## src/design/positional_list_engine_defines.svh

```systemverilog
// Assertion macros for the positional list engine.
// All of them sample on i_clk and are disabled while i_rst_n is low.
`ifndef POSITIONAL_LIST_ENGINE_DEFINES_SVH
`define POSITIONAL_LIST_ENGINE_DEFINES_SVH

// Same-cycle implication.
`define PLE_ASSERT_IMP(lbl, ante, cons) \
    lbl: assert property (@(posedge i_clk) disable iff (!i_rst_n) (ante) |-> (cons)) \
        else $error("positional list engine: same-cycle check failed");

// Next-cycle implication.
`define PLE_ASSERT_NXT(lbl, ante, cons) \
    lbl: assert property (@(posedge i_clk) disable iff (!i_rst_n) (ante) |=> (cons)) \
        else $error("positional list engine: next-cycle check failed");

`endif

```

## src/design/ple_pkg.sv

```systemverilog
// ----------------------------------------------------------------------------
// ple_pkg
// Shared constants, operation codes and the cell control struct of the
// positional list engine.
// ----------------------------------------------------------------------------
`default_nettype none

package ple_pkg;

    localparam int DEPTH_DEF      = 16;
    localparam int DATA_WIDTH_DEF = 32;

    localparam int MODE_W   = 3;
    localparam int POS_W    = 4;
    localparam int VALUE_W  = 32;
    localparam int STATUS_W = 2;
    localparam int CNT_W    = 5;

    localparam logic [MODE_W-1:0] MODE_INSERT   = 3'd0;
    localparam logic [MODE_W-1:0] MODE_DELETE   = 3'd1;
    localparam logic [MODE_W-1:0] MODE_READ     = 3'd2;
    localparam logic [MODE_W-1:0] MODE_REPLACE  = 3'd3;
    localparam logic [MODE_W-1:0] MODE_TRAVERSE = 3'd4;
    localparam logic [MODE_W-1:0] MODE_CLEAR    = 3'd5;

    localparam logic [STATUS_W-1:0] STATUS_OK    = 2'd0;
    localparam logic [STATUS_W-1:0] STATUS_FULL  = 2'd1;
    localparam logic [STATUS_W-1:0] STATUS_RANGE = 2'd2;

    // Broadcast to every cell; each cell compares pos with its own index.
    typedef struct packed {
        logic             ins;
        logic             del;
        logic             rep;
        logic [POS_W-1:0] pos;
    } t_cell_ctl;

endpackage

`default_nettype wire

```

## src/design/ple_cell.sv

```systemverilog
// ----------------------------------------------------------------------------
// ple_cell
// One list slot. Above the target position it takes the left neighbor on insert;
// at or above it, the right neighbor on delete; at it, the broadcast value on insert or replace.
// ----------------------------------------------------------------------------
`default_nettype none

module ple_cell #(
    parameter int DATA_WIDTH = ple_pkg::DATA_WIDTH_DEF,
    parameter int IDX        = 0
) (
    input  wire                    i_clk,
    input  wire ple_pkg::t_cell_ctl i_ctl,
    input  wire [DATA_WIDTH-1:0]   i_value,
    input  wire [DATA_WIDTH-1:0]   i_left,
    input  wire [DATA_WIDTH-1:0]   i_right,
    output logic [DATA_WIDTH-1:0]  o_data
);

    logic [DATA_WIDTH-1:0] r_data;
    logic [DATA_WIDTH-1:0] n_data;
    logic                  w_above;
    logic                  w_here;

    assign w_above = IDX > int'(i_ctl.pos);
    assign w_here  = IDX == int'(i_ctl.pos);

    always_comb begin
        n_data = r_data;
        if (i_ctl.ins && w_above) begin
            n_data = i_left;
        end else if ((i_ctl.ins || i_ctl.rep) && w_here) begin
            n_data = i_value;
        end else if (i_ctl.del && (w_above || w_here)) begin
            n_data = i_right;
        end
    end

    always_ff @(posedge i_clk) begin
        r_data <= n_data;
    end

    assign o_data = r_data;

endmodule

`default_nettype wire

```

## src/design/positional_list_engine.sv

```systemverilog
// A result is in the output register in the cycle after its request.
// Throughput: one request per cycle while the output takes every result; traverse
// holds the input off, also through any output stall, until every entry is emitted,
// as the read mux steps one cell per emitted result through the chain.
// Reset (synchronous, i_rst_n low) empties the list, returns to idle and drops
// any pending result; cell contents are not cleared.
// ----------------------------------------------------------------------------
// positional_list_engine
// Ordered list held in a chain of cells with positional insert, delete, read,
// replace, traverse and clear.
// ----------------------------------------------------------------------------
`default_nettype none
`include "positional_list_engine_defines.svh"

module positional_list_engine #(
    parameter int DEPTH      = ple_pkg::DEPTH_DEF,
    parameter int DATA_WIDTH = ple_pkg::DATA_WIDTH_DEF
) (
    input  wire         i_clk,
    input  wire         i_rst_n,
    input  wire         i_s_axis_tvalid,
    output logic        o_s_axis_tready,
    input  wire  [39:0] i_s_axis_tdata,   // position[3:0], value[35:4], zero fill
    input  wire  [2:0]  i_s_axis_tuser,   // mode[2:0]
    output logic        o_m_axis_tvalid,
    input  wire         i_m_axis_tready,
    output logic [47:0] o_m_axis_tdata,   // status[1:0], read_value[33:2],
                                          // item_valid[34], entry_count[39:35],
                                          // is_empty[40], zero fill
    output logic        o_m_axis_tlast    // last
);

    localparam int PW = $clog2(DEPTH);
    localparam int CW = $clog2(DEPTH + 1);

    localparam logic ST_IDLE = 1'b0;
    localparam logic ST_TRAV = 1'b1;

    logic                                r_state, n_state;
    logic [PW-1:0]                       r_idx, n_idx;
    logic [CW-1:0]                       r_count, n_count;
    logic                                r_ov, n_ov;
    logic [ple_pkg::STATUS_W-1:0]        r_status, n_status;
    logic [ple_pkg::VALUE_W-1:0]         r_rdata, n_rdata;
    logic                                r_ivalid, n_ivalid;
    logic [CW-1:0]                       r_ocnt, n_ocnt;
    logic                                r_last, n_last;

    logic                                w_acc;
    logic                                w_slot;
    logic [ple_pkg::MODE_W-1:0]          w_mode;
    logic [ple_pkg::POS_W-1:0]           w_pos;
    logic [DATA_WIDTH-1:0]               w_value;
    logic                                w_pos_ge;
    logic                                w_pos_gt;
    logic [PW-1:0]                       w_rd_idx;
    logic [DATA_WIDTH-1:0]               w_rd;
    logic [ple_pkg::VALUE_W-1:0]         w_rd32;
    logic [ple_pkg::VALUE_W-1:0]         w_first32;
    ple_pkg::t_cell_ctl                  w_ctl;
    logic [DATA_WIDTH-1:0]               w_cell [DEPTH];

    assign w_mode  = i_s_axis_tuser;
    assign w_pos   = i_s_axis_tdata[3:0];
    assign w_value = DATA_WIDTH'(64'(i_s_axis_tdata[35:4]));

    assign w_slot          = !r_ov || i_m_axis_tready;
    assign o_s_axis_tready = (r_state == ST_IDLE) && w_slot;
    assign w_acc           = i_s_axis_tvalid && o_s_axis_tready;

    assign w_pos_ge = int'(w_pos) >= int'(r_count);
    assign w_pos_gt = int'(w_pos) > int'(r_count);

    assign w_rd_idx  = (r_state == ST_TRAV) ? r_idx : PW'(w_pos);
    assign w_rd      = w_cell[w_rd_idx];
    assign w_rd32    = ple_pkg::VALUE_W'(64'(w_rd));
    assign w_first32 = ple_pkg::VALUE_W'(64'(w_cell[0]));

    genvar gi;
    generate
        for (gi = 0; gi < DEPTH; gi++) begin : g_cell
            logic [DATA_WIDTH-1:0] w_left;
            logic [DATA_WIDTH-1:0] w_right;
            if (gi == 0) begin : g_lo
                assign w_left = w_value;
            end else begin : g_lo
                assign w_left = w_cell[gi-1];
            end
            if (gi == DEPTH - 1) begin : g_hi
                assign w_right = w_cell[gi];
            end else begin : g_hi
                assign w_right = w_cell[gi+1];
            end
            ple_cell #(
                .DATA_WIDTH (DATA_WIDTH),
                .IDX        (gi)
            ) u_cell (
                .i_clk   (i_clk),
                .i_ctl   (w_ctl),
                .i_value (w_value),
                .i_left  (w_left),
                .i_right (w_right),
                .o_data  (w_cell[gi])
            );
        end
    endgenerate

    always_comb begin
        n_state  = r_state;
        n_idx    = r_idx;
        n_count  = r_count;
        n_ov     = r_ov && !i_m_axis_tready;
        n_status = r_status;
        n_rdata  = r_rdata;
        n_ivalid = r_ivalid;
        n_ocnt   = r_ocnt;
        n_last   = r_last;
        w_ctl    = '0;
        w_ctl.pos = w_pos;

        if (w_acc) begin
            n_ov     = 1'b1;
            n_status = ple_pkg::STATUS_OK;
            n_rdata  = '0;
            n_ivalid = 1'b0;
            n_last   = 1'b1;
            case (w_mode)
                ple_pkg::MODE_INSERT: begin
                    if (r_count == CW'(DEPTH)) begin
                        n_status = ple_pkg::STATUS_FULL;
                    end else if (w_pos_gt) begin
                        n_status = ple_pkg::STATUS_RANGE;
                    end else begin
                        w_ctl.ins = 1'b1;
                        n_count   = CW'(r_count + 1'b1);
                    end
                end
                ple_pkg::MODE_DELETE: begin
                    if (w_pos_ge) begin
                        n_status = ple_pkg::STATUS_RANGE;
                    end else begin
                        w_ctl.del = 1'b1;
                        n_rdata   = w_rd32;
                        n_ivalid  = 1'b1;
                        n_count   = CW'(r_count - 1'b1);
                    end
                end
                ple_pkg::MODE_READ: begin
                    if (w_pos_ge) begin
                        n_status = ple_pkg::STATUS_RANGE;
                    end else begin
                        n_rdata  = w_rd32;
                        n_ivalid = 1'b1;
                    end
                end
                ple_pkg::MODE_REPLACE: begin
                    if (w_pos_ge) begin
                        n_status = ple_pkg::STATUS_RANGE;
                    end else begin
                        w_ctl.rep = 1'b1;
                    end
                end
                ple_pkg::MODE_TRAVERSE: begin
                    if (r_count != '0) begin
                        n_rdata  = w_first32;
                        n_ivalid = 1'b1;
                        n_last   = (r_count == CW'(1));
                        if (r_count != CW'(1)) begin
                            n_state = ST_TRAV;
                            n_idx   = PW'(1);
                        end
                    end
                end
                ple_pkg::MODE_CLEAR: begin
                    n_count = '0;
                end
                default: begin
                end
            endcase
            n_ocnt = n_count;
        end else if ((r_state == ST_TRAV) && w_slot) begin
            // emit the next entry; leave traverse after the one below count
            n_ov     = 1'b1;
            n_status = ple_pkg::STATUS_OK;
            n_rdata  = w_rd32;
            n_ivalid = 1'b1;
            n_ocnt   = r_count;
            n_last   = (int'(r_idx) + 1 == int'(r_count));
            if (n_last) begin
                n_state = ST_IDLE;
            end else begin
                n_idx = PW'(r_idx + 1'b1);
            end
        end
    end

    always_ff @(posedge i_clk) begin
        if (!i_rst_n) begin
            r_state <= ST_IDLE;
            r_idx   <= '0;
            r_count <= '0;
            r_ov    <= 1'b0;
        end else begin
            r_state <= n_state;
            r_idx   <= n_idx;
            r_count <= n_count;
            r_ov    <= n_ov;
        end
    end

    always_ff @(posedge i_clk) begin
        r_status <= n_status;
        r_rdata  <= n_rdata;
        r_ivalid <= n_ivalid;
        r_ocnt   <= n_ocnt;
        r_last   <= n_last;
    end

    assign o_m_axis_tvalid = r_ov;
    assign o_m_axis_tlast  = r_last;
    assign o_m_axis_tdata  = {7'd0, (r_ocnt == '0), ple_pkg::CNT_W'(r_ocnt),
                              r_ivalid, r_rdata, r_status};

    `PLE_ASSERT_IMP(a_count_bound, 1'b1, int'(r_count) <= DEPTH)
    `PLE_ASSERT_NXT(a_insert_grows,
        w_acc && (w_mode == ple_pkg::MODE_INSERT) && (r_count != CW'(DEPTH)) && !w_pos_gt,
        r_count == CW'($past(r_count) + 1'b1))
    `PLE_ASSERT_IMP(a_noitem_final, r_ov && !r_ivalid, r_last)

endmodule

`default_nettype wire
```

## config.mk

```make
export PLATFORM = sky130hd
export DESIGN_NAME = positional_list_engine
export DESIGN_NICKNAME = d
export VERILOG_FILES = /design/src/design/ple_pkg.sv /design/src/design/ple_cell.sv /design/src/design/positional_list_engine.sv
export VERILOG_INCLUDE_DIRS = /design/src /design/src/design
export SDC_FILE = /design/constraint.sdc
export NUM_CORES = 2
export LEC_CHECK = 0
export BUFFER_PORTS_ARGS = -buffer_cell sky130_fd_sc_hd__buf_2
export CAP_MARGIN = 25
export CORE_ASPECT_RATIO = 1.75
export CORE_MARGIN = 5
export CORE_UTILIZATION = 50
export DETAILED_ROUTE_END_ITERATION = 7
export PLACE_DENSITY = 0.66
export SYNTH_ARGS = -nofsm -noshare
export SYNTH_HDL_FRONTEND = slang
export SYNTH_HIERARCHICAL = 1
export SYNTH_SLANG_ARGS = --single-unit
export TNS_END_PERCENT = 20
```

## constraint.sdc

```tcl
create_clock -name i_clk -period 12.8 [get_ports i_clk]
set_input_delay 1.28 -clock i_clk [delete_from_list [all_inputs] [get_ports i_clk]]
set_output_delay 1.28 -clock i_clk [all_outputs]
set_load 0.01 [all_outputs]
```

==> results.sh <==
export IMPL_post_cts_resized=0
export IMPL_synth_edff_count=553
export IMPL_path_clk_slew_ns=0.06
export IMPL_die_w_um=217
export IMPL_drive_gt1_frac=0.153
export IMPL_finalSetupTns_ns=0
export IMPL_final_common_cell="nand2_1"
export IMPL_cts_tree="yes"
export IMPL_max_stage_delay_ns=0.79
export IMPL_powerDensity_mw_per_mm2=104
export IMPL_crit_top_cell="buf_4"
export IMPL_synth_seq_cells=564
export IMPL_syn_area_per_cell_um2=10.1
export IMPL_r2r_slack_ns=7.53
export IMPL_finalHoldViolations=0
export IMPL_crit_slowest_cell="buf_4"
export IMPL_clock_path_buffers=3
export IMPL_worst_setup_path_type="in -> reg"
export IMPL_cts_setup_buffers=0
export IMPL_drc=0
export IMPL_maxSlewHeadroom=0.266
export IMPL_grt_overflow_total=0
export IMPL_path_cells="buf_2 > ha_1 > nor2b_1 > o311ai_2 > a21bo_2 > nor2b_1 > and2_4 > buf_4 > buf_4 > a21boi_4 > buf_4 > a41o_4 > o221a_1"
export IMPL_gp_congestion=0.897
export IMPL_max_freq_mhz=174
export IMPL_vias_per_cell=6.93
export IMPL_dieArea_mm2=0.0805
export IMPL_start_util=0.504
export IMPL_utilization=0.533
export IMPL_power_leakage_nw=12.6
export IMPL_worst_ep_arrival_time_ns=6.23
export IMPL_placedCellCount=4431
export IMPL_first_iter_violations=3897
export IMPL_die_h_um=372
export IMPL_peakVddDrop_mv=0.127
export IMPL_clk_latency_ns=0.64
export IMPL_grt_setup_unrepaired="false"
export IMPL_first_pass_iters=6
export IMPL_wl_per_cell_um=27.3
export IMPL_cp_max_fo=57
export IMPL_syn2layout_area_growth_pct=5.80
export IMPL_ant_nets=0
export IMPL_cts_sinks=564
export IMPL_outcome="finished, final reports clean"
export IMPL_setup_viol=0
export IMPL_period_share=0.448
export IMPL_ys_types=108
export IMPL_final_cell_mix="nand2_1, edfxtp_1, o21ai_0, a31oi_1, nor3_1"
export IMPL_async_reset_ff_frac=0
export IMPL_ioPinCount=98
export IMPL_num_rows=132
export IMPL_netlist_area_mm2=0.0374
export IMPL_yosysSeqAreaShare=0.450
export IMPL_crit_path_start_kind="input pin"
export IMPL_nets=3608
export IMPL_grt_max_degree=145
export IMPL_track_usage=0.297
export IMPL_hold_class="reg -> reg"
export IMPL_cts_root_buf="clkbuf_16"
export IMPL_worstMarginPinSlew_ns=1.10
export IMPL_worstPathRequired_ns=13.30
export IMPL_grt_first_pass_wirelength_um=190000
export IMPL_fin_hold_ws_ns=0.612
export IMPL_skew_ns=0.0238
export IMPL_hpwl_um=83900
export IMPL_antenna_found_initial=2
export IMPL_fp_coreArea_mm2=0.0742
export IMPL_totalWireLength_um=124000
export IMPL_synthCells=3709
export IMPL_ys_warn_count=6
export IMPL_stdcell_count=4532
export IMPL_drv_cap=0
export IMPL_drv_slew=0
export IMPL_synth_flop_cell="edfxtp_1"
export IMPL_grt_pass1_vias=30900
export IMPL_finalCriticalPeriod_ns=5.73
export IMPL_numCtsBuffers=55
export IMPL_numPortBuffers=86
export IMPL_h_tree_depth=2
export IMPL_via_count=31400
export IMPL_ctsHoldBuffers=0
export IMPL_worstSetupEndpointType="flop"
-- per-stage QoR --
step / instance area [um^2] / worst slack (ns) / total power, mW
finish: 39500 / 7.07 / 4.12
global route: 39500 / 6.86 / 4.23
CTS: 39500 / 7.16 / 4.13
detailed placement: 37800 / 6.48 / 2.51
global placement: 37700 / 6.55 / 2.50
floorplan: 37400 / 5.23 / 2.35
-- worst max-delay path, delay by kind of cell --
kind,cells,cell delay [ns]
fa+ha+maj,1,0.34
compound gates,5,1.49
buf+inv,4,2.14
simple gates,3,0.83
-- final timing paths --
kind                      from                           end  depth (start not counted)
max          i_s_axis_tdata[1]  g_cell[12].u_cell/o_data[11]                         13
min                   r_idx[1]                      r_idx[1]                          2
max reg2reg         r_count[2]  g_cell[12].u_cell/o_data[11]                         13
min reg2reg           r_idx[1]                      r_idx[1]                          2
-- cells in the mapped netlist (31+ instances only) --
cell type  number  area (um^2)
clkbuf_1      204          766
o221a_2        34          383
mux2i_1       103         1030
a2bb2oi_1      33          289
nand3_1       108          541
mux2_4         31          465
o21a_1         35          263
o21ai_1        65          325
nand4_1        41          257
o211ai_2       47          588
o221a_1        31          349
nor3b_1        64          480
a21oi_1       165          826
a221o_1        32          320
nand2_1       587         2200
a32oi_1        32          280
edfxtp_1      553        16600
o211ai_1       54          405
nand2b_1       45          282
buf_2          95          475
nand4b_1       32          280
nand3b_1       97          728
or3_1          33          206
buf_6          66          743
inv_1          46          173
o31ai_1        33          248
nor4_1         31          194
o21ai_0       238         1190
a211oi_1       43          323
a31oi_1       186         1160
mux2_2         36          405
a2111oi_0      31          272
o2111ai_1      32          280
nor3_1        170          851
-- report_power, final --
group          total, mW  internal, mW  switching [mW]
sequential          2.07          2.05          0.0214
combinational      0.411         0.116           0.295
clock               1.64         0.884           0.753
-- cells by family (layout without fill, tap and decap cells) --
group | after synthesis | count (layout) | share of synthesized area
fa+ha+maj | 8 | 8 | 0.00268
simple gates | 1297 | 1297 | 0.179
mux | 203 | 203 | 0.0710
other cells | 1 | 8 | 0.000100
buf+inv | 456 | 334 | 0.0681
compound gates | 1173 | 1173 | 0.228
xor+xnor | 7 | 7 | 0.00164
flops | 564 | 564 | 0.450
-- layer usage --
metal | vias up | track usage | share of wire
met5 | - | 0 | 0
met4 | 0 | 0.128 | 0.045
met3 | 388 | 0.0351 | 0.077
met2 | 1735 | 0.523 | 0.50
met1 | 15200 | 0.367 | 0.37
li1 | 14100 | - | -
-- final cells by class --
cell class / instances / area, um^2
fillers: 6549 / 34600
clock inverters: 20 / 209
diodes: 1 / 2.50
repair buffers: 191 / 1370
flip-flops and latches: 564 / 16800
inverters: 46 / 173
multi-input cells: 2695 / 18300
well taps: 938 / 1170
clock buffers: 77 / 1480
-- registers in the layout, indices dropped and copies added, names as in the netlist --
signal	flops
o_m_axis_tvalid	1
r_ivalid	1
g_cell.u_cell/o_data	512
r_state	1
r_rdata	32
o_m_axis_tlast	1
r_idx	4
r_count	5
r_status	2
r_ocnt	5
No activity file was read; power rests on OpenSTA's default activity.
